==> config.mk <==
export PLATFORM = sky130hd
export DESIGN_NAME = dirty_rect_list_merger
export DESIGN_NICKNAME = d
export VERILOG_FILES = /design/src/sv/drlm_pkg.sv /design/src/sv/drlm_cell.sv /design/src/sv/drlm_eval.sv /design/src/sv/dirty_rect_list_merger.sv
export SDC_FILE = /design/constraint.sdc
export NUM_CORES = 2
export LEC_CHECK = 0
export BUFFER_PORTS_ARGS = -buffer_cell sky130_fd_sc_hd__buf_2
export CELL_PAD_IN_SITES_DETAIL_PLACEMENT = 1
export CELL_PAD_IN_SITES_GLOBAL_PLACEMENT = 2
export CORE_MARGIN = 2
export CORE_UTILIZATION = 50
export CTS_CLUSTER_DIAMETER = 200
export DETAILED_ROUTE_END_ITERATION = 16
export GPL_TIMING_DRIVEN = 0
export PLACE_DENSITY_LB_ADDON = 0.12
export RECOVER_POWER = 50
export SKIP_LAST_GASP = 1
export SLEW_MARGIN = 30
export SYNTH_ARGS = -nofsm -noshare
export SYNTH_HDL_FRONTEND = slang
export SYNTH_HIERARCHICAL = 1
export SYNTH_SLANG_ARGS = --single-unit
==> constraint.sdc <==
create_clock -name clk -period 32.2 [get_ports clk]
set_clock_uncertainty 0.2 [all_clocks]
set_input_delay 9.66 -clock clk [delete_from_list [all_inputs] [get_ports clk]]
set_output_delay 9.66 -clock clk [all_outputs]
set_load 0.05 [all_outputs]
==> src/sv/drlm_pkg.sv <==
// Shared constants, types and helpers for the dirty rectangle list merger.
// Used by every module of the block; depends on nothing else.
package drlm_pkg;

  localparam int MAX_RECTS  = 16;
  localparam int COORD_BITS = 12;
  localparam int CAP_W      = 5;
  localparam int TOTAL_W    = 5;
  localparam int CNT_W      = $clog2(MAX_RECTS + 1);
  localparam int IDX_W      = (MAX_RECTS > 1) ? $clog2(MAX_RECTS) : 1;
  localparam int DIM_W      = COORD_BITS + 1;
  localparam int AREA_W     = 2 * COORD_BITS + 1;
  localparam int SUM_W      = AREA_W + 2;

  // Request operation codes.
  localparam logic OP_ADD   = 1'b0;
  localparam logic OP_FLUSH = 1'b1;

  typedef logic [COORD_BITS-1:0] coord_t;
  typedef logic [DIM_W-1:0]      dim_t;
  typedef logic [AREA_W-1:0]     area_t;
  typedef logic [SUM_W-1:0]      sum_t;
  typedef logic [CNT_W-1:0]      cnt_t;
  typedef logic [IDX_W-1:0]      idx_t;

  // Inclusive rectangle corners.
  typedef struct packed {
    coord_t x1;
    coord_t y1;
    coord_t x2;
    coord_t y2;
  } box_t;

  // One stored list entry with its pixel count kept alongside.
  typedef struct packed {
    box_t  box;
    area_t area;
  } entry_t;

  // Result of comparing the growing rectangle against one entry.
  typedef struct packed {
    box_t  jbox;
    area_t jarea;
    area_t com;
    area_t sarea;
  } eval_t;

  // Bounding box of two rectangles.
  function automatic box_t box_join(box_t a, box_t b);
    box_t r;
    r    = a;
    r.x1 = (b.x1 < a.x1) ? b.x1 : a.x1;
    r.y1 = (b.y1 < a.y1) ? b.y1 : a.y1;
    r.x2 = (b.x2 > a.x2) ? b.x2 : a.x2;
    r.y2 = (b.y2 > a.y2) ? b.y2 : a.y2;
    return r;
  endfunction

  // Inclusive span between two coordinates.
  function automatic dim_t span(coord_t lo, coord_t hi);
    return {1'b0, hi} - {1'b0, lo} + dim_t'(1);
  endfunction

endpackage

==> src/sv/drlm_cell.sv <==
// One storage cell of the rectangle chain.
// Loads a new entry or takes its right neighbor's entry; uses drlm_pkg.
module drlm_cell (
  input  logic            clk,
  input  logic            shift_en,
  input  logic            wr_en,
  input  drlm_pkg::entry_t nb_in,
  input  drlm_pkg::entry_t wr_data,
  output drlm_pkg::entry_t q
);
  import drlm_pkg::*;

  entry_t q_r;

  // A direct write wins over the shift from the neighbor.
  always_ff @(posedge clk) begin
    if (wr_en) begin
      q_r <= wr_data;
    end else if (shift_en) begin
      q_r <= nb_in;
    end
  end

  assign q = q_r;

endmodule

==> src/sv/drlm_eval.sv <==
// Two-stage compare unit: bounding box and overlap, then the two areas.
// Free running; both stages are registered. Uses drlm_pkg.
module drlm_eval (
  input  logic             clk,
  input  drlm_pkg::box_t   m,
  input  drlm_pkg::entry_t s,
  output drlm_pkg::eval_t  res
);
  import drlm_pkg::*;

  box_t   join_r;
  dim_t   jw_r, jh_r, cw_r, ch_r;
  area_t  sarea_r;
  eval_t  res_r;
  box_t   join_c;
  coord_t cx1, cy1, cx2, cy2;
  logic   ov;

  // Overlap corners of the two rectangles.
  always_comb begin
    join_c = box_join(m, s.box);
    cx1    = (m.x1 > s.box.x1) ? m.x1 : s.box.x1;
    cy1    = (m.y1 > s.box.y1) ? m.y1 : s.box.y1;
    cx2    = (m.x2 < s.box.x2) ? m.x2 : s.box.x2;
    cy2    = (m.y2 < s.box.y2) ? m.y2 : s.box.y2;
    ov     = (cx1 <= cx2) && (cy1 <= cy2);
  end

  // First stage: spans of the join and of the overlap.
  always_ff @(posedge clk) begin
    join_r  <= join_c;
    jw_r    <= span(join_c.x1, join_c.x2);
    jh_r    <= span(join_c.y1, join_c.y2);
    cw_r    <= ov ? span(cx1, cx2) : '0;
    ch_r    <= ov ? span(cy1, cy2) : '0;
    sarea_r <= s.area;
  end

  // Second stage: one multiplier each for the join and the overlap.
  always_ff @(posedge clk) begin
    res_r.jbox  <= join_r;
    res_r.jarea <= area_t'(jw_r) * area_t'(jh_r);
    res_r.com   <= area_t'(cw_r) * area_t'(ch_r);
    res_r.sarea <= sarea_r;
  end

  assign res = res_r;

endmodule

==> src/sv/dirty_rect_list_merger.sv <==
// Dirty rectangle list merger: an add passes each of the n stored entries through the
// shared compare unit in turn (load, multiply and decide steps per entry), and when a
// forced merge runs it passes the k entries left through it again, then drops one. A
// flush gives one entry a cycle while out_stall is low; one request is processed at a
// time. Synchronous active-low reset empties the list and sets capacity to 16.
// Top level: control sequencer over a chain of drlm_cell and one drlm_eval.
module dirty_rect_list_merger (
  input  logic                       clk,
  input  logic                       rst_n,
  input  logic                       cfg_we,
  input  logic [drlm_pkg::CAP_W-1:0] cfg_wdata,
  input  logic                       in_valid,
  output logic                       in_stall,
  input  logic                       in_operation,
  input  drlm_pkg::coord_t           in_left_x,
  input  drlm_pkg::coord_t           in_top_y,
  input  drlm_pkg::coord_t           in_right_x,
  input  drlm_pkg::coord_t           in_bottom_y,
  output logic                       out_valid,
  input  logic                       out_stall,
  output drlm_pkg::coord_t           out_left_x,
  output drlm_pkg::coord_t           out_top_y,
  output drlm_pkg::coord_t           out_right_x,
  output drlm_pkg::coord_t           out_bottom_y,
  output logic                       out_is_entry,
  output logic [drlm_pkg::TOTAL_W-1:0] out_entry_total,
  output logic                       out_last
);
  import drlm_pkg::*;

  typedef enum logic [9:0] {
    ST_IDLE   = 10'b0000000001,
    ST_INIT   = 10'b0000000010,
    ST_LOAD   = 10'b0000000100,
    ST_MUL    = 10'b0000001000,
    ST_DEC    = 10'b0000010000,
    ST_CHECK  = 10'b0000100000,
    ST_DROP   = 10'b0001000000,
    ST_APPEND = 10'b0010000000,
    ST_REPORT = 10'b0100000000,
    ST_FLUSH  = 10'b1000000000
  } state_t;

  state_t state_r, state_nxt;
  logic [CAP_W-1:0] cap_r;
  cnt_t   cnt_r, cnt_nxt, rem_r, rem_nxt, ftot_r, ftot_nxt, cap_eff;
  idx_t   idx_r, idx_nxt, bidx_r, bidx_nxt;
  box_t   m_r, m_nxt, bj_r, bj_nxt;
  area_t  am_r, am_nxt, bja_r, bja_nxt;
  sum_t   bg_r, bg_nxt, gain, rhs;
  logic   evict_r, evict_nxt, bv_r, bv_nxt, fit;
  logic   shift_en, wr_en;
  cnt_t   wr_idx;
  entry_t wr_data;
  entry_t cells [MAX_RECTS];
  eval_t  ev;
  logic   out_free;
  box_t   obox_r, obox_nxt;
  logic   ovalid_r, ovalid_nxt, oentry_r, oentry_nxt, olast_r, olast_nxt;
  cnt_t   ototal_r, ototal_nxt;

  // Effective capacity, clamped to 1..MAX_RECTS.
  always_comb begin
    if (cap_r == '0) begin
      cap_eff = cnt_t'(1);
    end else if (int'(cap_r) > MAX_RECTS) begin
      cap_eff = cnt_t'(MAX_RECTS);
    end else begin
      cap_eff = cnt_t'(cap_r);
    end
  end

  // Chain of storage cells; cell 0 is the head of the list.
  for (genvar i = 0; i < MAX_RECTS; i++) begin : g_cell
    entry_t nb;
    if (i == MAX_RECTS - 1) begin : g_end
      assign nb = '0;
    end else begin : g_mid
      assign nb = cells[i+1];
    end
    drlm_cell u_cell (
      .clk      (clk),
      .shift_en (shift_en),
      .wr_en    (wr_en && (wr_idx == cnt_t'(i))),
      .nb_in    (nb),
      .wr_data  (wr_data),
      .q        (cells[i])
    );
  end

  // Shared compare unit, fed by the growing rectangle and the head entry.
  drlm_eval u_eval (
    .clk (clk),
    .m   (m_r),
    .s   (cells[0]),
    .res (ev)
  );

  // Exact-cover test and added area for the forced merge.
  always_comb begin
    rhs  = sum_t'(am_r) + sum_t'(ev.sarea) - sum_t'(ev.com);
    fit  = (sum_t'(ev.jarea) == rhs);
    gain = sum_t'(ev.jarea) + sum_t'(ev.com) - sum_t'(am_r) - sum_t'(ev.sarea);
  end

  assign out_free = !ovalid_r || !out_stall;
  assign in_stall = (state_r != ST_IDLE);
  assign wr_data  = (state_r == ST_APPEND) ? entry_t'{box: m_r, area: am_r} : cells[0];
  assign wr_idx   = (state_r == ST_APPEND) ? cnt_r : cnt_r - cnt_t'(1);

  // Sequencer: rotates the list through the head cell one entry per step.
  always_comb begin
    state_nxt  = state_r;
    cnt_nxt    = cnt_r;
    rem_nxt    = rem_r;
    ftot_nxt   = ftot_r;
    idx_nxt    = idx_r;
    bidx_nxt   = bidx_r;
    m_nxt      = m_r;
    am_nxt     = am_r;
    bj_nxt     = bj_r;
    bja_nxt    = bja_r;
    bg_nxt     = bg_r;
    bv_nxt     = bv_r;
    evict_nxt  = evict_r;
    shift_en   = 1'b0;
    wr_en      = 1'b0;
    obox_nxt   = obox_r;
    oentry_nxt = oentry_r;
    olast_nxt  = olast_r;
    ototal_nxt = ototal_r;
    ovalid_nxt = ovalid_r && out_stall;
    unique case (state_r)
      ST_IDLE: begin
        if (in_valid) begin
          if (in_operation == OP_FLUSH) begin
            rem_nxt   = cnt_r;
            ftot_nxt  = cnt_r;
            state_nxt = (cnt_r == '0) ? ST_REPORT : ST_FLUSH;
          end else begin
            m_nxt.x1  = (in_left_x < in_right_x) ? in_left_x : in_right_x;
            m_nxt.x2  = (in_left_x < in_right_x) ? in_right_x : in_left_x;
            m_nxt.y1  = (in_top_y < in_bottom_y) ? in_top_y : in_bottom_y;
            m_nxt.y2  = (in_top_y < in_bottom_y) ? in_bottom_y : in_top_y;
            state_nxt = ST_INIT;
          end
        end
      end
      ST_INIT: begin
        am_nxt    = area_t'(span(m_r.x1, m_r.x2)) * area_t'(span(m_r.y1, m_r.y2));
        rem_nxt   = cnt_r;
        evict_nxt = 1'b0;
        state_nxt = (cnt_r == '0) ? ST_CHECK : ST_LOAD;
      end
      ST_LOAD: begin
        state_nxt = ST_MUL;
      end
      ST_MUL: begin
        state_nxt = ST_DEC;
      end
      ST_DEC: begin
        shift_en = 1'b1;
        rem_nxt  = rem_r - cnt_t'(1);
        if (!evict_r) begin
          // Absorb an entry that the join covers exactly, else keep it at the tail.
          if (fit) begin
            m_nxt   = ev.jbox;
            am_nxt  = ev.jarea;
            cnt_nxt = cnt_r - cnt_t'(1);
          end else begin
            wr_en = 1'b1;
          end
          state_nxt = (rem_r == cnt_t'(1)) ? ST_CHECK : ST_LOAD;
        end else begin
          // Track the entry of least added area; the first one wins a tie.
          wr_en = 1'b1;
          if (!bv_r || (gain < bg_r)) begin
            bv_nxt   = 1'b1;
            bg_nxt   = gain;
            bidx_nxt = idx_r;
            bj_nxt   = ev.jbox;
            bja_nxt  = ev.jarea;
          end
          idx_nxt = idx_r + idx_t'(1);
          if (rem_r == cnt_t'(1)) begin
            rem_nxt   = cnt_r;
            idx_nxt   = '0;
            state_nxt = ST_DROP;
          end else begin
            state_nxt = ST_LOAD;
          end
        end
      end
      ST_CHECK: begin
        if (cnt_r >= cap_eff) begin
          evict_nxt = 1'b1;
          bv_nxt    = 1'b0;
          rem_nxt   = cnt_r;
          idx_nxt   = '0;
          state_nxt = ST_LOAD;
        end else begin
          state_nxt = ST_APPEND;
        end
      end
      ST_DROP: begin
        // One more rotation that removes the chosen entry.
        shift_en = 1'b1;
        rem_nxt  = rem_r - cnt_t'(1);
        idx_nxt  = idx_r + idx_t'(1);
        if (idx_r == bidx_r) begin
          m_nxt   = bj_r;
          am_nxt  = bja_r;
          cnt_nxt = cnt_r - cnt_t'(1);
        end else begin
          wr_en = 1'b1;
        end
        state_nxt = (rem_r == cnt_t'(1)) ? ST_APPEND : ST_DROP;
      end
      ST_APPEND: begin
        wr_en     = 1'b1;
        cnt_nxt   = cnt_r + cnt_t'(1);
        state_nxt = ST_REPORT;
      end
      ST_REPORT: begin
        if (out_free) begin
          ovalid_nxt = 1'b1;
          obox_nxt   = '0;
          oentry_nxt = 1'b0;
          ototal_nxt = cnt_r;
          olast_nxt  = 1'b1;
          state_nxt  = ST_IDLE;
        end
      end
      ST_FLUSH: begin
        if (out_free) begin
          ovalid_nxt = 1'b1;
          obox_nxt   = cells[0].box;
          oentry_nxt = 1'b1;
          ototal_nxt = ftot_r;
          olast_nxt  = (rem_r == cnt_t'(1));
          shift_en   = 1'b1;
          rem_nxt    = rem_r - cnt_t'(1);
          if (rem_r == cnt_t'(1)) begin
            cnt_nxt   = '0;
            state_nxt = ST_IDLE;
          end
        end
      end
      default: begin
        state_nxt = ST_IDLE;
      end
    endcase
  end

  // Control registers.
  always_ff @(posedge clk) begin
    if (!rst_n) begin
      state_r  <= ST_IDLE;
      cap_r    <= CAP_W'(16);
      cnt_r    <= '0;
      ovalid_r <= 1'b0;
      evict_r  <= 1'b0;
      bv_r     <= 1'b0;
    end else begin
      state_r  <= state_nxt;
      cnt_r    <= cnt_nxt;
      ovalid_r <= ovalid_nxt;
      evict_r  <= evict_nxt;
      bv_r     <= bv_nxt;
      if (cfg_we) begin
        cap_r <= cfg_wdata;
      end
    end
  end

  // Datapath registers.
  always_ff @(posedge clk) begin
    rem_r    <= rem_nxt;
    ftot_r   <= ftot_nxt;
    idx_r    <= idx_nxt;
    bidx_r   <= bidx_nxt;
    m_r      <= m_nxt;
    am_r     <= am_nxt;
    bj_r     <= bj_nxt;
    bja_r    <= bja_nxt;
    bg_r     <= bg_nxt;
    obox_r   <= obox_nxt;
    oentry_r <= oentry_nxt;
    olast_r  <= olast_nxt;
    ototal_r <= ototal_nxt;
  end

  assign out_valid       = ovalid_r;
  assign out_left_x      = obox_r.x1;
  assign out_top_y       = obox_r.y1;
  assign out_right_x     = obox_r.x2;
  assign out_bottom_y    = obox_r.y2;
  assign out_is_entry    = oentry_r;
  assign out_entry_total = TOTAL_W'(ototal_r);
  assign out_last        = olast_r;

  // The list never holds more than its storage.
  a_cnt_bound: assert property (@(posedge clk) disable iff (!rst_n)
    int'(cnt_r) <= MAX_RECTS) else $error("entry count beyond storage");

  // An emitted entry always comes from a non-empty list.
  a_entry_total: assert property (@(posedge clk) disable iff (!rst_n)
    (out_valid && out_is_entry) |-> (out_entry_total != '0))
    else $error("entry emitted with zero total");

  // An accepted request holds off the next one.
  a_one_at_a_time: assert property (@(posedge clk) disable iff (!rst_n)
    (in_valid && !in_stall) |=> in_stall) else $error("second request taken");

  // A compare step only starts with entries left to visit.
  a_rem_live: assert property (@(posedge clk) disable iff (!rst_n)
    (state_r == ST_LOAD) |-> (rem_r != '0)) else $error("compare on empty pass");

endmodule
==> metrics.cfg <==
[die]
die_x_um=451.0
core_area_mm2=0.1992
fp.dieH_um=451.0
num_io_pins=116
rows=164
initial_core_util_pct=50.13
die_area_mm2=0.2034

[clocking]
ctsResizeCount=0
tritoncts=done
clock-sinks=1685
clkTransAtPathRegs_ns=0.06
ctsHoldBuffers=0
clkLatencyLatePin_ns=0.85
clockBufferDepth=3
h-tree-depth=4
cts-root-buf=clkbuf_16
cts_setup_buffers=0
numCtsBuffers=181

[run_status]
status=finished clean

[route]
routed-wl-met2_um=132900
highest_layer=met4
wl_met1_um=110800
vias=58074
wl_per_cell_um=25.21
antenna_left=0
first_iter_violations=3157
drt_first_pass_iters=6
post_drt_via_cell_ratio=5.493
wirelength_um=266500
wl_met3_um=9081
drcViolationCount=0

[setup_path]
reg2reg_to=am_r[24]
crit_arrival_ns=13.15
start_kind=input port
r2r_cells=35
endpoint_kind=register
r2r_start=m_r[13]
required_ns=32.53
crit_type=input port to register
reg2reg_slack_ns=22.38
cp_max_fo=10
max_stage_delay_ns=0.81
critPathLaunch=in_bottom_y[1]
crit_chain=buf_2 > inv_1 > ha_1 > a21o_1 > a21o_1 > a21oi_1 > nor2b_1 > o21ai_0 > nand2b_1 > a2111oi_0 > o21ai_1 > clkbuf_1 > mux2i_1 > o21ai_0
cp_slowest_cell=clkbuf_1
cp-endpoint=m_r[30]

[global_route]
grt_start_max_net_pins=52
antenna_found_initial=22
overflow=0
grt_use_total_pct=26.26
grt_pass1_vias=63501
grt_pass1_wl_um=403100

[layout]
drive_above_1_share_pct=12.82
syn2layout_area_growth_pct=7.655
layout_commonest_cell=edfxtp_1
nets=8761
layout_common_cells=edfxtp_1 (1,414), mux2_1 (831), inv_1 (808), ha_1 (526), nand2_1 (496)
layout.cells.non_filler=10573

[logic_synthesis]
syn_area_per_cell_um2=13.67
syn_area_mm2=0.09989
yosysWarnings=6
seq_area_frac_synth_pct=47.94
synth_edf_count=1414
dominantRegCellSynth=edfxtp_1
synthArstFlopShare_pct=0
synthCells=7308
ys_types=103
ys_seq_elements=1685

[timing]
period_share_pct=39.81
final_max_slew_viol_count=0
tightestPinTransition_ns=1.391
hold_viol=0
max_freq_mhz=78.01
relSlewSlack_pct=7.248
min_period_ns=12.82
setup_violations=0
setup_tns_ns=0
rsz0062_at_grt=no

[placement]
dp_hpwl_um=209200
placed_cells=10231
gp_congestion=0.9338
port_buffers=114

[hold_path]
hold_class=register to register

[run]
drv_cap=0

Yosys cell counts, drive strengths merged (33+ instances only):
master / count / area share (%)
inv: 808 / 3.0
nand4: 34 / 0.21
xor2: 58 / 0.51
nand2: 498 / 1.9
fa: 418 / 8.4
nor3: 43 / 0.23
clkbuf: 135 / 0.52
mux2i: 128 / 1.3
xnor2: 129 / 1.1
a21oi: 167 / 0.86
nand3: 33 / 0.17
a22oi: 76 / 0.57
o21ai: 233 / 1.2
edfxtp: 1414 / 43
and2: 286 / 1.8
ha: 526 / 6.6
nand2b: 49 / 0.31
nor2: 138 / 0.52
dfxtp: 271 / 5.4
nor2b: 43 / 0.27
mux2: 1263 / 18
buf: 160 / 1.6
a21o: 100 / 0.75
registers in the layout, summed over array words and instances (netlist names), 12 cells and up:
name             cells
u_eval/cw_r         13
out_top_y           12
u_eval/jw_r         13
out_bottom_y        12
u_eval/join_r       48
bg_r                27
out_right_x         12
am_r                25
bja_r               25
out_left_x          12
m_r                 48
g_cell.u_cell/q   1168
u_eval/ch_r         13
u_eval/jh_r         13
u_eval/res         123
u_eval/sarea_r      25
bj_r                48
critical path, delay by kind of cell:
kind,cells,cell delay [ns]
AO/OA/AOI/OAI,7,1.38
adder cells (fa/ha/maj),1,0.27
buffers and inverters,3,1.04
multiplexers,1,0.38
AND/OR/NAND/NOR,2,0.39
routing by layer:
metal,track usage [%],vias to the layer above
met2,45.84,1107
met5,0,-
met3,2.854,485
li1,-,26680
met1,32.86,29802
met4,11.66,0
how the worst min path moves through the flow:
| stage | from | endpoint | depth (start not counted) |
|---|---|---|---|
| global placement | u_eval/join_r[46] | u_eval/res[121] | 0 |
| CTS | u_eval/sarea_r[17] | u_eval/res[17] | 0 |
| global route | u_eval/sarea_r[17] | u_eval/res[17] | 0 |
| floorplan | u_eval/sarea_r[0] | u_eval/res[0] | 0 |
| detailed placement | u_eval/join_r[7] | u_eval/res[82] | 0 |
| finish | u_eval/sarea_r[17] | u_eval/res[17] | 0 |
layout make-up:
cell class                      count  area, um^2
Tap cell                         2656        3323
Timing Repair Buffer              195        1799
Antenna cell                        6       15.01
Clock inverter                     98        1150
Buffer                            295        1185
Inverter                          808        3033
Fill cell                       19917       91710
Multi-Input combinational cell   4592       44250
Sequential cell                  1685       47890
Clock buffer                      238        4898
cell families (layout without fill, tap and decap cells):
group | Yosys count | after routing | synth area share (%)
muxes | 1391 | 1391 | 19.20
other | 1 | 79 | 0.003754
buffers and inverters | 1103 | 1634 | 5.182
and+or+nand+nor | 1240 | 1240 | 6.218
xor gates and xnor gates | 187 | 187 | 1.640
adders and majority gates | 944 | 944 | 14.97
DFF | 1685 | 1685 | 47.94
AOI/OAI and AO/OA | 757 | 757 | 4.850
through the flow:
| step | hold WS [ns] | setup slack, ns | utilization, % | instance area [um^2] |
|---|---|---|---|---|
| detailed placement | 0.1132 | 18.49 | 53.00 | 105600 |
| floorplan | 0.1096 | 18.40 | - | 100200 |
| global placement | 0.1096 | 15.11 | 52.22 | 104100 |
| CTS | 0.1027 | 19.37 | 56.04 | 111700 |
| global route | 0.1095 | 19.21 | 53.97 | 107500 |
| finish | 0.1069 | 19.38 | 53.97 | 107500 |
Power is not shown: default switching activity piles up to over one toggle a cycle in this logic, so the estimate is an artifact.
